## config.mk

```make
export PLATFORM = sky130hd
export DESIGN_NAME = bcd_updown_counter_display_scan_flat
export DESIGN_NICKNAME = d
export VERILOG_FILES = /design/src/rtl/bcdc_pkg.sv /design/src/rtl/bcdc_ifs.sv /design/src/rtl/bcdc_step.sv /design/src/rtl/bcd_updown_counter_display_scan.sv /design/src/flat_wrapper.sv
export SDC_FILE = /design/constraint.sdc
export NUM_CORES = 1
export LEC_CHECK = 0
export BUFFER_PORTS_ARGS = -buffer_cell sky130_fd_sc_hd__buf_4
export CAP_MARGIN = 20
export CORE_MARGIN = 2
export CORE_UTILIZATION = 60
export DETAILED_ROUTE_END_ITERATION = 8
export GPL_TIMING_DRIVEN = 0
export PLACE_DENSITY = 0.79
export SYNTH_ARGS = -nofsm -noshare
export SYNTH_HDL_FRONTEND = slang
export SYNTH_HIERARCHICAL = 1
export SYNTH_SLANG_ARGS = --single-unit
```

## constraint.sdc

```tcl
create_clock -name i_clk -period 5.8 [get_ports i_clk]
set_input_delay 1.74 -clock i_clk [delete_from_list [all_inputs] [get_ports i_clk]]
set_output_delay 1.74 -clock i_clk [all_outputs]
set_load 0.02 [all_outputs]
```

## src/rtl/bcdc_pkg.sv

```systemverilog
// ----------------------------------------------------------------------------
// bcdc_pkg
// Shared types, constants and the segment decoder for the BCD up/down counter
// with display scan.
// ----------------------------------------------------------------------------
package bcdc_pkg;

    localparam int unsigned LimitW     = 16;
    localparam int unsigned ScanW      = 3;
    localparam int unsigned DigitW     = 4;
    localparam int unsigned NumDigits  = 4;
    localparam int unsigned SegW       = 7;

    localparam logic [LimitW-1:0] LIMIT_RESET = 16'd300;
    localparam logic [ScanW-1:0]  SCAN_LAST   = 3'd4;
    localparam logic [DigitW-1:0] DIGIT_MAX   = 4'd9;

    typedef logic [NumDigits-1:0][DigitW-1:0] t_digits;

    // Architectural state carried from one pass to the next
    typedef struct packed {
        logic [LimitW-1:0] prescale_count;
        logic [ScanW-1:0]  scan_index;
        t_digits           digits;
        logic [DigitW-1:0] held_digit;
    } t_cnt_state;

    // One result beat
    typedef struct packed {
        logic [ScanW-1:0]  digit_select;
        logic [SegW-1:0]   segments;
        logic [DigitW-1:0] ones_digit;
        logic [DigitW-1:0] tens_digit;
        logic [DigitW-1:0] hundreds_digit;
        logic [DigitW-1:0] thousands_digit;
    } t_result;

    // Seven-segment pattern, bit0 = segment a; non-BCD codes blank
    function automatic logic [SegW-1:0] seg_decode(input logic [DigitW-1:0] d);
        logic [SegW-1:0] seg;
        unique case (d)
            4'd0:    seg = 7'h3F;
            4'd1:    seg = 7'h06;
            4'd2:    seg = 7'h5B;
            4'd3:    seg = 7'h4F;
            4'd4:    seg = 7'h66;
            4'd5:    seg = 7'h6D;
            4'd6:    seg = 7'h7D;
            4'd7:    seg = 7'h07;
            4'd8:    seg = 7'h7F;
            4'd9:    seg = 7'h6F;
            default: seg = 7'h00;
        endcase
        return seg;
    endfunction

endpackage

```

## src/rtl/bcdc_ifs.sv

```systemverilog
// ----------------------------------------------------------------------------
// bcdc channel interfaces
// Valid/ready channels for the pass-tick input and the display result.
// ----------------------------------------------------------------------------
interface bcdc_in_if;
    logic valid;
    logic ready;
    logic count_down;

    modport source (output valid, output count_down, input ready);
    modport sink   (input valid, input count_down, output ready);
endinterface

interface bcdc_out_if;
    logic       valid;
    logic       ready;
    logic [2:0] digit_select;
    logic [6:0] segments;
    logic [3:0] ones_digit;
    logic [3:0] tens_digit;
    logic [3:0] hundreds_digit;
    logic [3:0] thousands_digit;

    modport source (output valid, output digit_select, output segments,
                    output ones_digit, output tens_digit, output hundreds_digit,
                    output thousands_digit, input ready);
    modport sink   (input valid, input digit_select, input segments,
                    input ones_digit, input tens_digit, input hundreds_digit,
                    input thousands_digit, output ready);
endinterface

```

## src/rtl/bcdc_step.sv

```systemverilog
// ----------------------------------------------------------------------------
// bcdc_step
// One main-loop pass: two prescaler advances, scan step, BCD count step,
// held-digit latch and segment lookup. Purely combinational.
// ----------------------------------------------------------------------------
module bcdc_step (
    input  logic                        i_count_down,
    input  logic [bcdc_pkg::LimitW-1:0] i_limit,
    input  bcdc_pkg::t_cnt_state        i_state,
    output bcdc_pkg::t_cnt_state        o_state,
    output bcdc_pkg::t_result           o_result
);
    import bcdc_pkg::*;

    logic              hit1;
    logic              hit2;
    logic [LimitW-1:0] cnt1;
    logic [ScanW-1:0]  scan_nxt;
    logic [ScanW-1:0]  scan_m1;
    t_digits           digits_nxt;
    logic [DigitW-1:0] held_nxt;

    // two advances; the period flag is consumed within the same pass
    always_comb begin
        hit1 = (i_state.prescale_count == i_limit);
        cnt1 = hit1 ? '0 : i_state.prescale_count + LimitW'(1);
        hit2 = (cnt1 == i_limit);
        o_state.prescale_count = hit2 ? '0 : cnt1 + LimitW'(1);
    end

    assign scan_nxt = (i_state.scan_index >= SCAN_LAST) ? '0
                                                        : i_state.scan_index + ScanW'(1);
    assign scan_m1  = scan_nxt - ScanW'(1);

    // ripple borrow/carry through the four digits
    always_comb begin
        logic carry;
        carry      = hit1 | hit2;
        digits_nxt = i_state.digits;
        for (int k = 0; k < NumDigits; k++) begin
            if (carry) begin
                if (i_count_down) begin
                    if (i_state.digits[k] == '0) begin
                        digits_nxt[k] = DIGIT_MAX;
                    end else begin
                        digits_nxt[k] = i_state.digits[k] - DigitW'(1);
                        carry = 1'b0;
                    end
                end else begin
                    if (i_state.digits[k] >= DIGIT_MAX) begin
                        digits_nxt[k] = '0;
                    end else begin
                        digits_nxt[k] = i_state.digits[k] + DigitW'(1);
                        carry = 1'b0;
                    end
                end
            end
        end
    end

    // scan index zero keeps the last held digit
    assign held_nxt = (scan_nxt == '0) ? i_state.held_digit : digits_nxt[scan_m1[1:0]];

    assign o_state.scan_index = scan_nxt;
    assign o_state.digits     = digits_nxt;
    assign o_state.held_digit = held_nxt;

    assign o_result.digit_select    = scan_nxt;
    assign o_result.segments        = seg_decode(held_nxt);
    assign o_result.ones_digit      = digits_nxt[0];
    assign o_result.tens_digit      = digits_nxt[1];
    assign o_result.hundreds_digit  = digits_nxt[2];
    assign o_result.thousands_digit = digits_nxt[3];

endmodule

```

## src/rtl/bcd_updown_counter_display_scan.sv

```systemverilog
// ----------------------------------------------------------------------------
// bcd_updown_counter_display_scan
// Four-digit BCD up/down counter with multiplexed seven-segment scan output.
// ----------------------------------------------------------------------------
//  channel   dir   handshake         beat contents
//  i_in      in    valid/ready       count_down (one main-loop pass)
//  o_out     out   valid/ready       digit_select, segments, four BCD digits
//  cfg       in    i_cfg_we          i_cfg_wdata -> prescale limit
//
//  One beat per clock sustained while o_out accepts; each taken beat's
//  result is registered. State updates at the input beat, the result
//  goes to an output register backed by a one-entry skid, so input stays
//  ready while a single result waits. Input ready drops only when both are
//  full. Synchronous active-low reset clears state, limit returns to 300.
// ----------------------------------------------------------------------------
module bcd_updown_counter_display_scan (
    input  logic                        i_clk,
    input  logic                        i_rst_n,
    input  logic                        i_cfg_we,
    input  logic [bcdc_pkg::LimitW-1:0] i_cfg_wdata,
    bcdc_in_if.sink                     i_in,
    bcdc_out_if.source                  o_out
);
    import bcdc_pkg::*;

    logic [LimitW-1:0] r_limit;
    t_cnt_state        r_state;
    t_cnt_state        n_state;
    t_result           n_result;
    t_result           r_out;
    t_result           r_skid;
    logic              r_out_valid;
    logic              r_skid_valid;
    logic              in_fire;
    logic              out_free;

    bcdc_step u_step (
        .i_count_down (i_in.count_down),
        .i_limit      (r_limit),
        .i_state      (r_state),
        .o_state      (n_state),
        .o_result     (n_result)
    );

    assign i_in.ready = !r_skid_valid;
    assign in_fire    = i_in.valid && i_in.ready;
    assign out_free   = !r_out_valid || o_out.ready;

    always_ff @(posedge i_clk) begin
        if (!i_rst_n) begin
            r_limit <= LIMIT_RESET;
        end else if (i_cfg_we) begin
            r_limit <= i_cfg_wdata;
        end
    end

    always_ff @(posedge i_clk) begin
        if (!i_rst_n) begin
            r_state <= '0;
        end else if (in_fire) begin
            r_state <= n_state;
        end
    end

    always_ff @(posedge i_clk) begin
        if (!i_rst_n) begin
            r_out_valid  <= 1'b0;
            r_skid_valid <= 1'b0;
        end else begin
            if (out_free) begin
                r_out_valid  <= r_skid_valid || in_fire;
                r_skid_valid <= 1'b0;
            end else if (in_fire) begin
                r_skid_valid <= 1'b1;
            end
        end
    end

    always_ff @(posedge i_clk) begin
        if (out_free) begin
            r_out <= r_skid_valid ? r_skid : n_result;
        end
        if (in_fire && !out_free) begin
            r_skid <= n_result;
        end
    end

    assign o_out.valid           = r_out_valid;
    assign o_out.digit_select    = r_out.digit_select;
    assign o_out.segments        = r_out.segments;
    assign o_out.ones_digit      = r_out.ones_digit;
    assign o_out.tens_digit      = r_out.tens_digit;
    assign o_out.hundreds_digit  = r_out.hundreds_digit;
    assign o_out.thousands_digit = r_out.thousands_digit;

    // skid only fills behind a held output beat
    a_skid_behind_out: assert property (@(posedge i_clk) disable iff (!i_rst_n)
        r_skid_valid |-> r_out_valid)
        else $error("skid entry without output beat");

    // every taken input beat leaves a result pending next cycle
    a_in_gives_out: assert property (@(posedge i_clk) disable iff (!i_rst_n)
        in_fire |=> r_out_valid)
        else $error("input beat lost");

    // count stays valid BCD
    a_bcd_range: assert property (@(posedge i_clk) disable iff (!i_rst_n)
        r_state.digits[0] <= DIGIT_MAX && r_state.digits[1] <= DIGIT_MAX &&
        r_state.digits[2] <= DIGIT_MAX && r_state.digits[3] <= DIGIT_MAX)
        else $error("BCD digit out of range");

    // scan index wraps after four
    a_scan_range: assert property (@(posedge i_clk) disable iff (!i_rst_n)
        r_state.scan_index <= SCAN_LAST)
        else $error("scan index out of range");

endmodule

```

## src/flat_wrapper.sv

```systemverilog
// flat-port wrapper written by rule: the top's interface ports become plain ports
module bcd_updown_counter_display_scan_flat import bcdc_pkg::*;
  (i_clk, i_rst_n, i_cfg_we, i_cfg_wdata, i_in_valid, i_in_count_down, i_in_ready, o_out_valid, o_out_digit_select, o_out_segments, o_out_ones_digit, o_out_tens_digit, o_out_hundreds_digit, o_out_thousands_digit, o_out_ready);
  bcdc_in_if i_in_i ();
  bcdc_out_if o_out_i ();
  input  logic i_clk;
  input  logic i_rst_n;
  input  logic i_cfg_we;
  input  logic [bcdc_pkg::LimitW-1:0] i_cfg_wdata;
  input wire logic [$bits(i_in_i.valid)-1:0] i_in_valid;
  input wire logic [$bits(i_in_i.count_down)-1:0] i_in_count_down;
  output wire logic [$bits(i_in_i.ready)-1:0] i_in_ready;
  output wire logic [$bits(o_out_i.valid)-1:0] o_out_valid;
  output wire logic [$bits(o_out_i.digit_select)-1:0] o_out_digit_select;
  output wire logic [$bits(o_out_i.segments)-1:0] o_out_segments;
  output wire logic [$bits(o_out_i.ones_digit)-1:0] o_out_ones_digit;
  output wire logic [$bits(o_out_i.tens_digit)-1:0] o_out_tens_digit;
  output wire logic [$bits(o_out_i.hundreds_digit)-1:0] o_out_hundreds_digit;
  output wire logic [$bits(o_out_i.thousands_digit)-1:0] o_out_thousands_digit;
  input wire logic [$bits(o_out_i.ready)-1:0] o_out_ready;
  assign i_in_i.valid = i_in_valid;
  assign i_in_i.count_down = i_in_count_down;
  assign i_in_ready = i_in_i.ready;
  assign o_out_valid = o_out_i.valid;
  assign o_out_digit_select = o_out_i.digit_select;
  assign o_out_segments = o_out_i.segments;
  assign o_out_ones_digit = o_out_i.ones_digit;
  assign o_out_tens_digit = o_out_i.tens_digit;
  assign o_out_hundreds_digit = o_out_i.hundreds_digit;
  assign o_out_thousands_digit = o_out_i.thousands_digit;
  assign o_out_i.ready = o_out_ready;
  bcd_updown_counter_display_scan u_core (.i_clk(i_clk), .i_rst_n(i_rst_n), .i_cfg_we(i_cfg_we), .i_cfg_wdata(i_cfg_wdata), .i_in(i_in_i), .o_out(o_out_i));
endmodule
```

After elaboration in Yosys (flattened, before gate mapping)
Memories as Yosys holds them, arrays and structs flattened.
Cells that the tools add are included.
{"block": "word_totals", "ff_bits": 109, "mem_count": 1, "rom_bits": 112, "in_bits": 22}
{"block": "classes", "bitwise_logic": 2, "mux": 35, "n_addsub": 12, "reduce_logical": 13, "n_eq_ne": 2, "n_lt_le_gt_ge": 6}
{"name": "(name not given)", "depth": 16, "width": 7, "rd": 1, "rd_clocked_by_memory_dff": 0, "wr": 0, "line_no": "bcdc_pkg.sv:41", "text": "unique case (d)"}
{"op": "two-way mux 4 bit", "n": 18}
{"op": "adder 16 x 1 -> 16 bit (second input constant)", "n": 2}
{"op": "equality test 16 bit", "n": 2}
{"op": "two-way mux 16 bit", "n": 2}
{"op": "two-way mux 26 bit", "n": 1}
{"op": "adder 4 x 1 -> 4 bit (second input constant)", "n": 4}
{"op": "greater-or-equal comparator 4 bit (second input constant)", "n": 4}
{"op": "logical NOT 4 bit", "n": 4}
{"op": "subtractor 4 x 1 -> 4 bit (second input constant)", "n": 4}
{"op": "two-way mux 1 bit", "n": 12}
{"op": "binary-select mux 4 bit (select 2 bit)", "n": 1}
{"op": "adder 3 x 1 -> 3 bit (second input constant)", "n": 1}
{"op": "greater-or-equal comparator 3 bit (second input constant)", "n": 1}
{"op": "logical NOT 1 bit", "n": 3}
{"op": "logical NOT 3 bit", "n": 1}
{"op": "< comparator 2 x 3 -> 1 bit (second input constant)", "n": 1}
{"op": "two-way mux 3 bit", "n": 1}
{"op": "logical AND 1 bit", "n": 2}
{"op": "logical OR 1 bit", "n": 2}
{"op": "OR reduction 2 bit", "n": 1}
{"op": "subtractor 2 x 1 -> 2 bit (second input constant)", "n": 1}
{"op": "inverter 1 bit", "n": 1}
{"op": "OR 1 bit", "n": 1}

Logic depth before layout (Yosys ltp)
An unclocked memory read counts as a cell.
{"block": "depth", "ltp_word": 13, "mapped_depth": 21, "ltp_nobuf": 18}

By module
Netlist, hierarchy kept.
{"mod": "bcd_updown_counter_display_scan", "instances": 1, "area_per_inst_um2": 4142.7, "cells_each": 312}
{"mod": "bcdc_step", "instances": 1, "area_per_inst_um2": 3380.7, "cells_each": 528}

Worst setup path before layout
Ideal clock, no wire load.
{"block": "synth_path", "path_type": "register -> register", "start": "register u_core/r_state[31] (netlist bit)", "end": "register u_core.r_out, in the netlist u_core/o_out.segments[1], data pin", "slack_ns": 1.038, "synth_period_minus_slack_ns": 4.762, "t_arrival_ns": 4.499, "stages_incl_launch_ff": 18, "path_buffers": 4, "path_cell_list": "dfxtp_1 > clkbuf_1 > xor2_1 > or4_1 > clkbuf_1 > or2_1 > clkbuf_2 > or3_1 > a221oi_4 > a31oi_1 > or3_1 > buf_2 > mux2_4 > a221oi_4 > ha_1 > o21ai_0 > nand2_1 > mux2_1"}
{"item": "from (decl)", "line_no": "bcd_updown_counter_display_scan.sv:27", "text": "t_cnt_state r_state;"}
{"item": "from (signal assigned)", "line_no": "bcd_updown_counter_display_scan.sv:61", "text": "r_state <= n_state;"}
{"item": "to (signal assigned)", "line_no": "bcd_updown_counter_display_scan.sv:81", "text": "r_out <= r_skid_valid ? r_skid : n_result;"}
{"item": "to (decl)", "line_no": "bcd_updown_counter_display_scan.sv:30", "text": "t_result r_out;"}

==> impl_metrics.xml <==
<?xml version="1.0" encoding="UTF-8"?>
<metrics>
  <group name="drt">
    <metric name="vias" unit="">6434</metric>
    <metric name="dr.first_iter.drc_count" unit="">477</metric>
    <metric name="drc" unit="">0</metric>
    <metric name="drt-wirelength-per-cell" unit="um">17.43</metric>
    <metric name="drt_wl_total" unit="mm">18.74</metric>
    <metric name="avgViaCountPerCell" unit="">5.985</metric>
    <metric name="ant_nets" unit="">0</metric>
    <metric name="drt-met1-wl" unit="mm">8.012</metric>
    <metric name="routed-wl-met2" unit="mm">9.122</metric>
    <metric name="dr_wl_met3" unit="um">999</metric>
    <metric name="drt_pass1_iterations" unit="">5</metric>
    <metric name="route.top_layer_used" unit="">met4</metric>
  </group>
  <group name="worst_setup_path">
    <metric name="worstSetupEndpointType" unit="">flop</metric>
    <metric name="startpoint_type" unit="">flop</metric>
    <metric name="timing.reg2reg.setup_slack" unit="ns">0.19</metric>
    <metric name="worst_r2r_start" unit="">u_core/r_limit[5]$_SDFFE_PN1P_</metric>
    <metric name="setup.worst_path.class" unit="">reg2reg</metric>
    <metric name="timing.rr.end" unit="">u_core/o_out.segments[4]$_DFFE_PP_</metric>
    <metric name="crit_path_max_fanout" unit="">7</metric>
    <metric name="reg2reg_depth" unit="">18</metric>
    <metric name="arrival" unit="ns">5.72</metric>
    <metric name="required" unit="ns">5.91</metric>
  </group>
  <group name="synthesis">
    <metric name="synth.ff_latch_count" unit="">109</metric>
    <metric name="synth_warnings" unit="">6</metric>
    <metric name="count_of_flip_flops_with_a_built_in_enable_after_synthesis" unit="">52</metric>
    <metric name="synth_flop_cell" unit="">dfxtp_1</metric>
    <metric name="post_synth.cell_area_avg" unit="sq um">8.957</metric>
    <metric name="fraction_of_registers_with_async_set_reset" unit="%">0</metric>
    <metric name="syn-cell-area" unit="sq um">7523</metric>
    <metric name="synthesis.nets" unit="">885</metric>
    <metric name="synth_sequential_area_ratio" unit="%">35.92</metric>
    <metric name="synthesis.instances" unit="">840</metric>
    <metric name="synthDistinctLibCells" unit="">77</metric>
  </group>
  <group name="finish">
    <metric name="layout.nets" unit="">947</metric>
    <metric name="final_core_util" unit="%">69.97</metric>
    <metric name="fraction_of_final_layout_cells_with_drive_strength_greater_than_1" unit="%">17.09</metric>
    <metric name="nFillCells" unit="">981</metric>
    <metric name="number_of_cells_in_the_finished_layout_apart_from_fillers" unit="">1075</metric>
    <metric name="total_inserted_antenna_cells" unit="">0</metric>
    <metric name="syn2layout_area_growth" unit="%">12.64</metric>
  </group>
  <group name="clock_tree">
    <metric name="path_clk_slew" unit="ns">0.07</metric>
    <metric name="cts.htree.levels" unit="">3</metric>
    <metric name="tritoncts" unit="">built</metric>
    <metric name="cts_made_buffers" unit="">9</metric>
    <metric name="hold_fix_buffer_count_after_cts" unit="">0</metric>
    <metric name="clk_root_buffer_cell" unit="">clkbuf_16</metric>
    <metric name="clock-sinks" unit="">109</metric>
    <metric name="insertion_delay" unit="ns">0.35</metric>
    <metric name="clock_tree.buffer_depth" unit="">2</metric>
  </group>
  <group name="place">
    <metric name="hpwl" unit="mm">14.13</metric>
    <metric name="gpl_wtd_cong" unit="">0.9328</metric>
    <metric name="placedCellCount" unit="">1057</metric>
    <metric name="io_buffers" unit="">47</metric>
  </group>
  <group name="pwr">
    <metric name="leakagePower" unit="uW">0.003407</metric>
    <metric name="peakVddDrop" unit="V">0.0001400</metric>
    <metric name="power_density" unit="nW/um^2">201.9</metric>
    <metric name="totalPowerFinal" unit="uW">1711</metric>
  </group>
  <group name="status">
    <metric name="result_of_the_run" unit="">complete, no violations</metric>
  </group>
  <group name="timing">
    <metric name="hold_viol_final" unit="">0</metric>
    <metric name="worst_pin_slew" unit="ns">0.7248</metric>
    <metric name="rsz0062_at_grt" unit="">false</metric>
    <metric name="timing.fmax" unit="MHz">178.3</metric>
    <metric name="final-max-slew-violation-count" unit="">0</metric>
    <metric name="fin_crit_sh" unit="%">96.72</metric>
    <metric name="layout_min_cycle_time" unit="ns">5.610</metric>
    <metric name="timing.final.setup_violations" unit="">0</metric>
    <metric name="fin_worst_skew" unit="ns">0.007440</metric>
    <metric name="totalNegativeSetupSlack" unit="ns">0</metric>
    <metric name="max_slew_margin" unit="%">51.31</metric>
  </group>
  <group name="floorplan">
    <metric name="core_area" unit="sq um">12110</metric>
    <metric name="num_rows" unit="">40</metric>
    <metric name="die_y" unit="um">116.0</metric>
    <metric name="io_pins" unit="">50</metric>
    <metric name="die-area" unit="sq um">13450</metric>
    <metric name="initial_utilization" unit="%">62.12</metric>
    <metric name="dieWidth" unit="um">116.0</metric>
  </group>
  <group name="hold_path">
    <metric name="timing.hold.worst_endpoint" unit="">u_core/r_state[25]$_SDFFE_PN0P_</metric>
    <metric name="hp-class" unit="">reg2reg</metric>
    <metric name="hold_path_depth" unit="">2</metric>
    <metric name="timing.hold.worst.start" unit="">u_core/r_state[25]$_SDFFE_PN0P_</metric>
  </group>
  <group name="global_routing">
    <metric name="grt_first_pass_wirelength" unit="mm">29.69</metric>
    <metric name="antenna_found_initial" unit="">0</metric>
    <metric name="globalRouteOverflowTotal" unit="">0</metric>
    <metric name="grt.total_usage" unit="%">28.42</metric>
    <metric name="via_count_of_the_first_global_routing_pass" unit="">6017</metric>
    <metric name="grt_max_degree" unit="">21</metric>
  </group>
  <group name="run">
    <metric name="maxCapViolations" unit="">0</metric>
  </group>
</metrics>
## critical path, cell delays in order, from the launching register on
cell and delay (ns):
dfxtp_1 0.37, xnor2_1 0.32, nand4_1 0.25, or4_1 0.50
buf_2 0.19, or2_1 0.23, clkbuf_2 0.15, or3_1 0.36
a221oi_4 0.42, a31oi_1 0.23, or3_1 0.40, buf_2 0.16
mux2_4 0.36, a221oi_4 0.46, inv_1 0.17, ha_1 0.23
nand2b_1 0.07, a31oi_1 0.16, mux2_1 0.32
## stage by stage
step / setup slack [ns] / instance area, sq um / hold slack, ns
after floorplan: 1.038 / 7523 / 0.4314
after global placement: -0.02151 / 8087 / 0.4407
after detailed placement: -0.1963 / 8119 / 0.4527
after CTS: 0.03191 / 8431 / 0.4643
after global routing: 0.02811 / 8474 / 0.4831
final: 0.1902 / 8474 / 0.4617
## cells by family after synthesis
logic type / after synthesis / synth area share, %
AND/OR/NAND/NOR: 322 / 20.56
AO/OA/AOI/OAI: 139 / 12.76
flip-flops: 109 / 35.92
buffers and inverters: 103 / 7.700
multiplexers: 95 / 13.25
XOR/XNOR: 49 / 5.987
adder cells (fa/ha/maj): 23 / 3.825
## cell usage after synthesis, drive strengths merged, types with 7 or more instances
library cell | n | area share [%]
a21oi | 27 | 1.8
a31oi | 8 | 0.67
buf | 52 | 5.1
clkbuf | 22 | 1.1
dfxtp | 57 | 15
edfxtp | 52 | 21
ha | 23 | 3.8
inv | 28 | 1.4
mux2 | 31 | 4.7
mux2i | 64 | 8.5
nand2 | 129 | 6.4
nand2b | 10 | 0.83
nand3 | 16 | 1.1
nand4 | 10 | 0.83
nor2 | 64 | 3.2
nor2b | 22 | 1.8
nor3 | 18 | 1.2
nor4 | 7 | 0.58
o211ai | 9 | 0.90
o21ai | 35 | 2.3
or3 | 9 | 0.75
xnor2 | 28 | 3.4
xor2 | 20 | 2.3
## worst max path at each step
stage / slack [ns] / cells past startpoint / to / start
floorplan: 1.04 / 17 / u_core/o_out.segments[1]$_DFFE_PP_ / u_core/r_state[31]$_SDFFE_PN0P_
global placement: -0.02 / 17 / u_core/o_out.segments[1]$_DFFE_PP_ / u_core/r_state[23]$_SDFFE_PN0P_
detailed placement: -0.20 / 17 / u_core/o_out.segments[1]$_DFFE_PP_ / u_core/r_state[28]$_SDFFE_PN0P_
CTS: 0.03 / 17 / u_core/o_out.segments[1]$_DFFE_PP_ / u_core/r_state[28]$_SDFFE_PN0P_
global route: 0.03 / 18 / u_core/o_out.segments[4]$_DFFE_PP_ / u_core/r_limit[5]$_SDFFE_PN1P_
finish: 0.19 / 18 / u_core/o_out.segments[4]$_DFFE_PP_ / u_core/r_limit[5]$_SDFFE_PN1P_
## metal layers
layer / global-route usage, % / up-vias
met3: 3.818 / 43
met1: 34.86 / 3072
met2: 50.06 / 234
met5: 0 / -
li1: - / 3085
met4: 12.30 / 0
## registers in the layout (all words and copies together), names as in the netlist
register / flops
u_core/o_out.digit_select: 3
u_core/o_out.hundreds_digit: 4
u_core/o_out.ones_digit: 4
u_core/o_out.segments: 7
u_core/o_out.tens_digit: 4
u_core/o_out.thousands_digit: 4
u_core/o_out.valid: 1
u_core/r_limit: 16
u_core/r_skid: 26
u_core/r_skid_valid: 1
u_core/r_state: 39
## cell type report
cell class              instances  area (sq um)  share of cell area, %
flip-flops and latches        109          2703                  31.89
repair buffers                 52         405.4                  4.784
clock inverters                 7         81.33                 0.9597
plain buffers                  73         467.9                  5.522
clock buffers                   9         225.2                  2.658
multi-input cells             628          4273                  50.42
well taps                     168         210.2                  2.480
inverters                      29         108.9                  1.285
## layout by cell type (no fill, tap or decap), types with 9 or more instances in the layout
cell type / count
ha_1: 23
mux2_2: 11
o21ai_0: 35
nor3_1: 18
or3_1: 9
xnor2_1: 27
dfxtp_1: 57
buf_4: 76
xor2_1: 20
o211ai_1: 9
mux2_1: 18
nor2_1: 64
nand2b_1: 10
edfxtp_1: 52
inv_1: 28
buf_2: 15
a21oi_1: 27
clkbuf_16: 9
nand3_1: 15
mux2i_1: 64
buf_6: 10
nor2b_1: 21
nand4_1: 10
clkbuf_1: 19
nand2_1: 129
## what timing repair did
item                                    4_1_cts  5_1_grt
pin swaps                                     0        2
buffers inserted                              0        3
endpoints found under the setup margin        5       11
gates resized for setup                       1        6
## power breakdown
part           internal [uW]  total, uW  leakage [uW]  switching, uW
clock                    342        636      0.000152            294
combinational           95.6        228       0.00229            132
sequential               830        847      0.000967           17.3
total                   1270       1710       0.00341            444
Power figures use the tool's default switching activity.
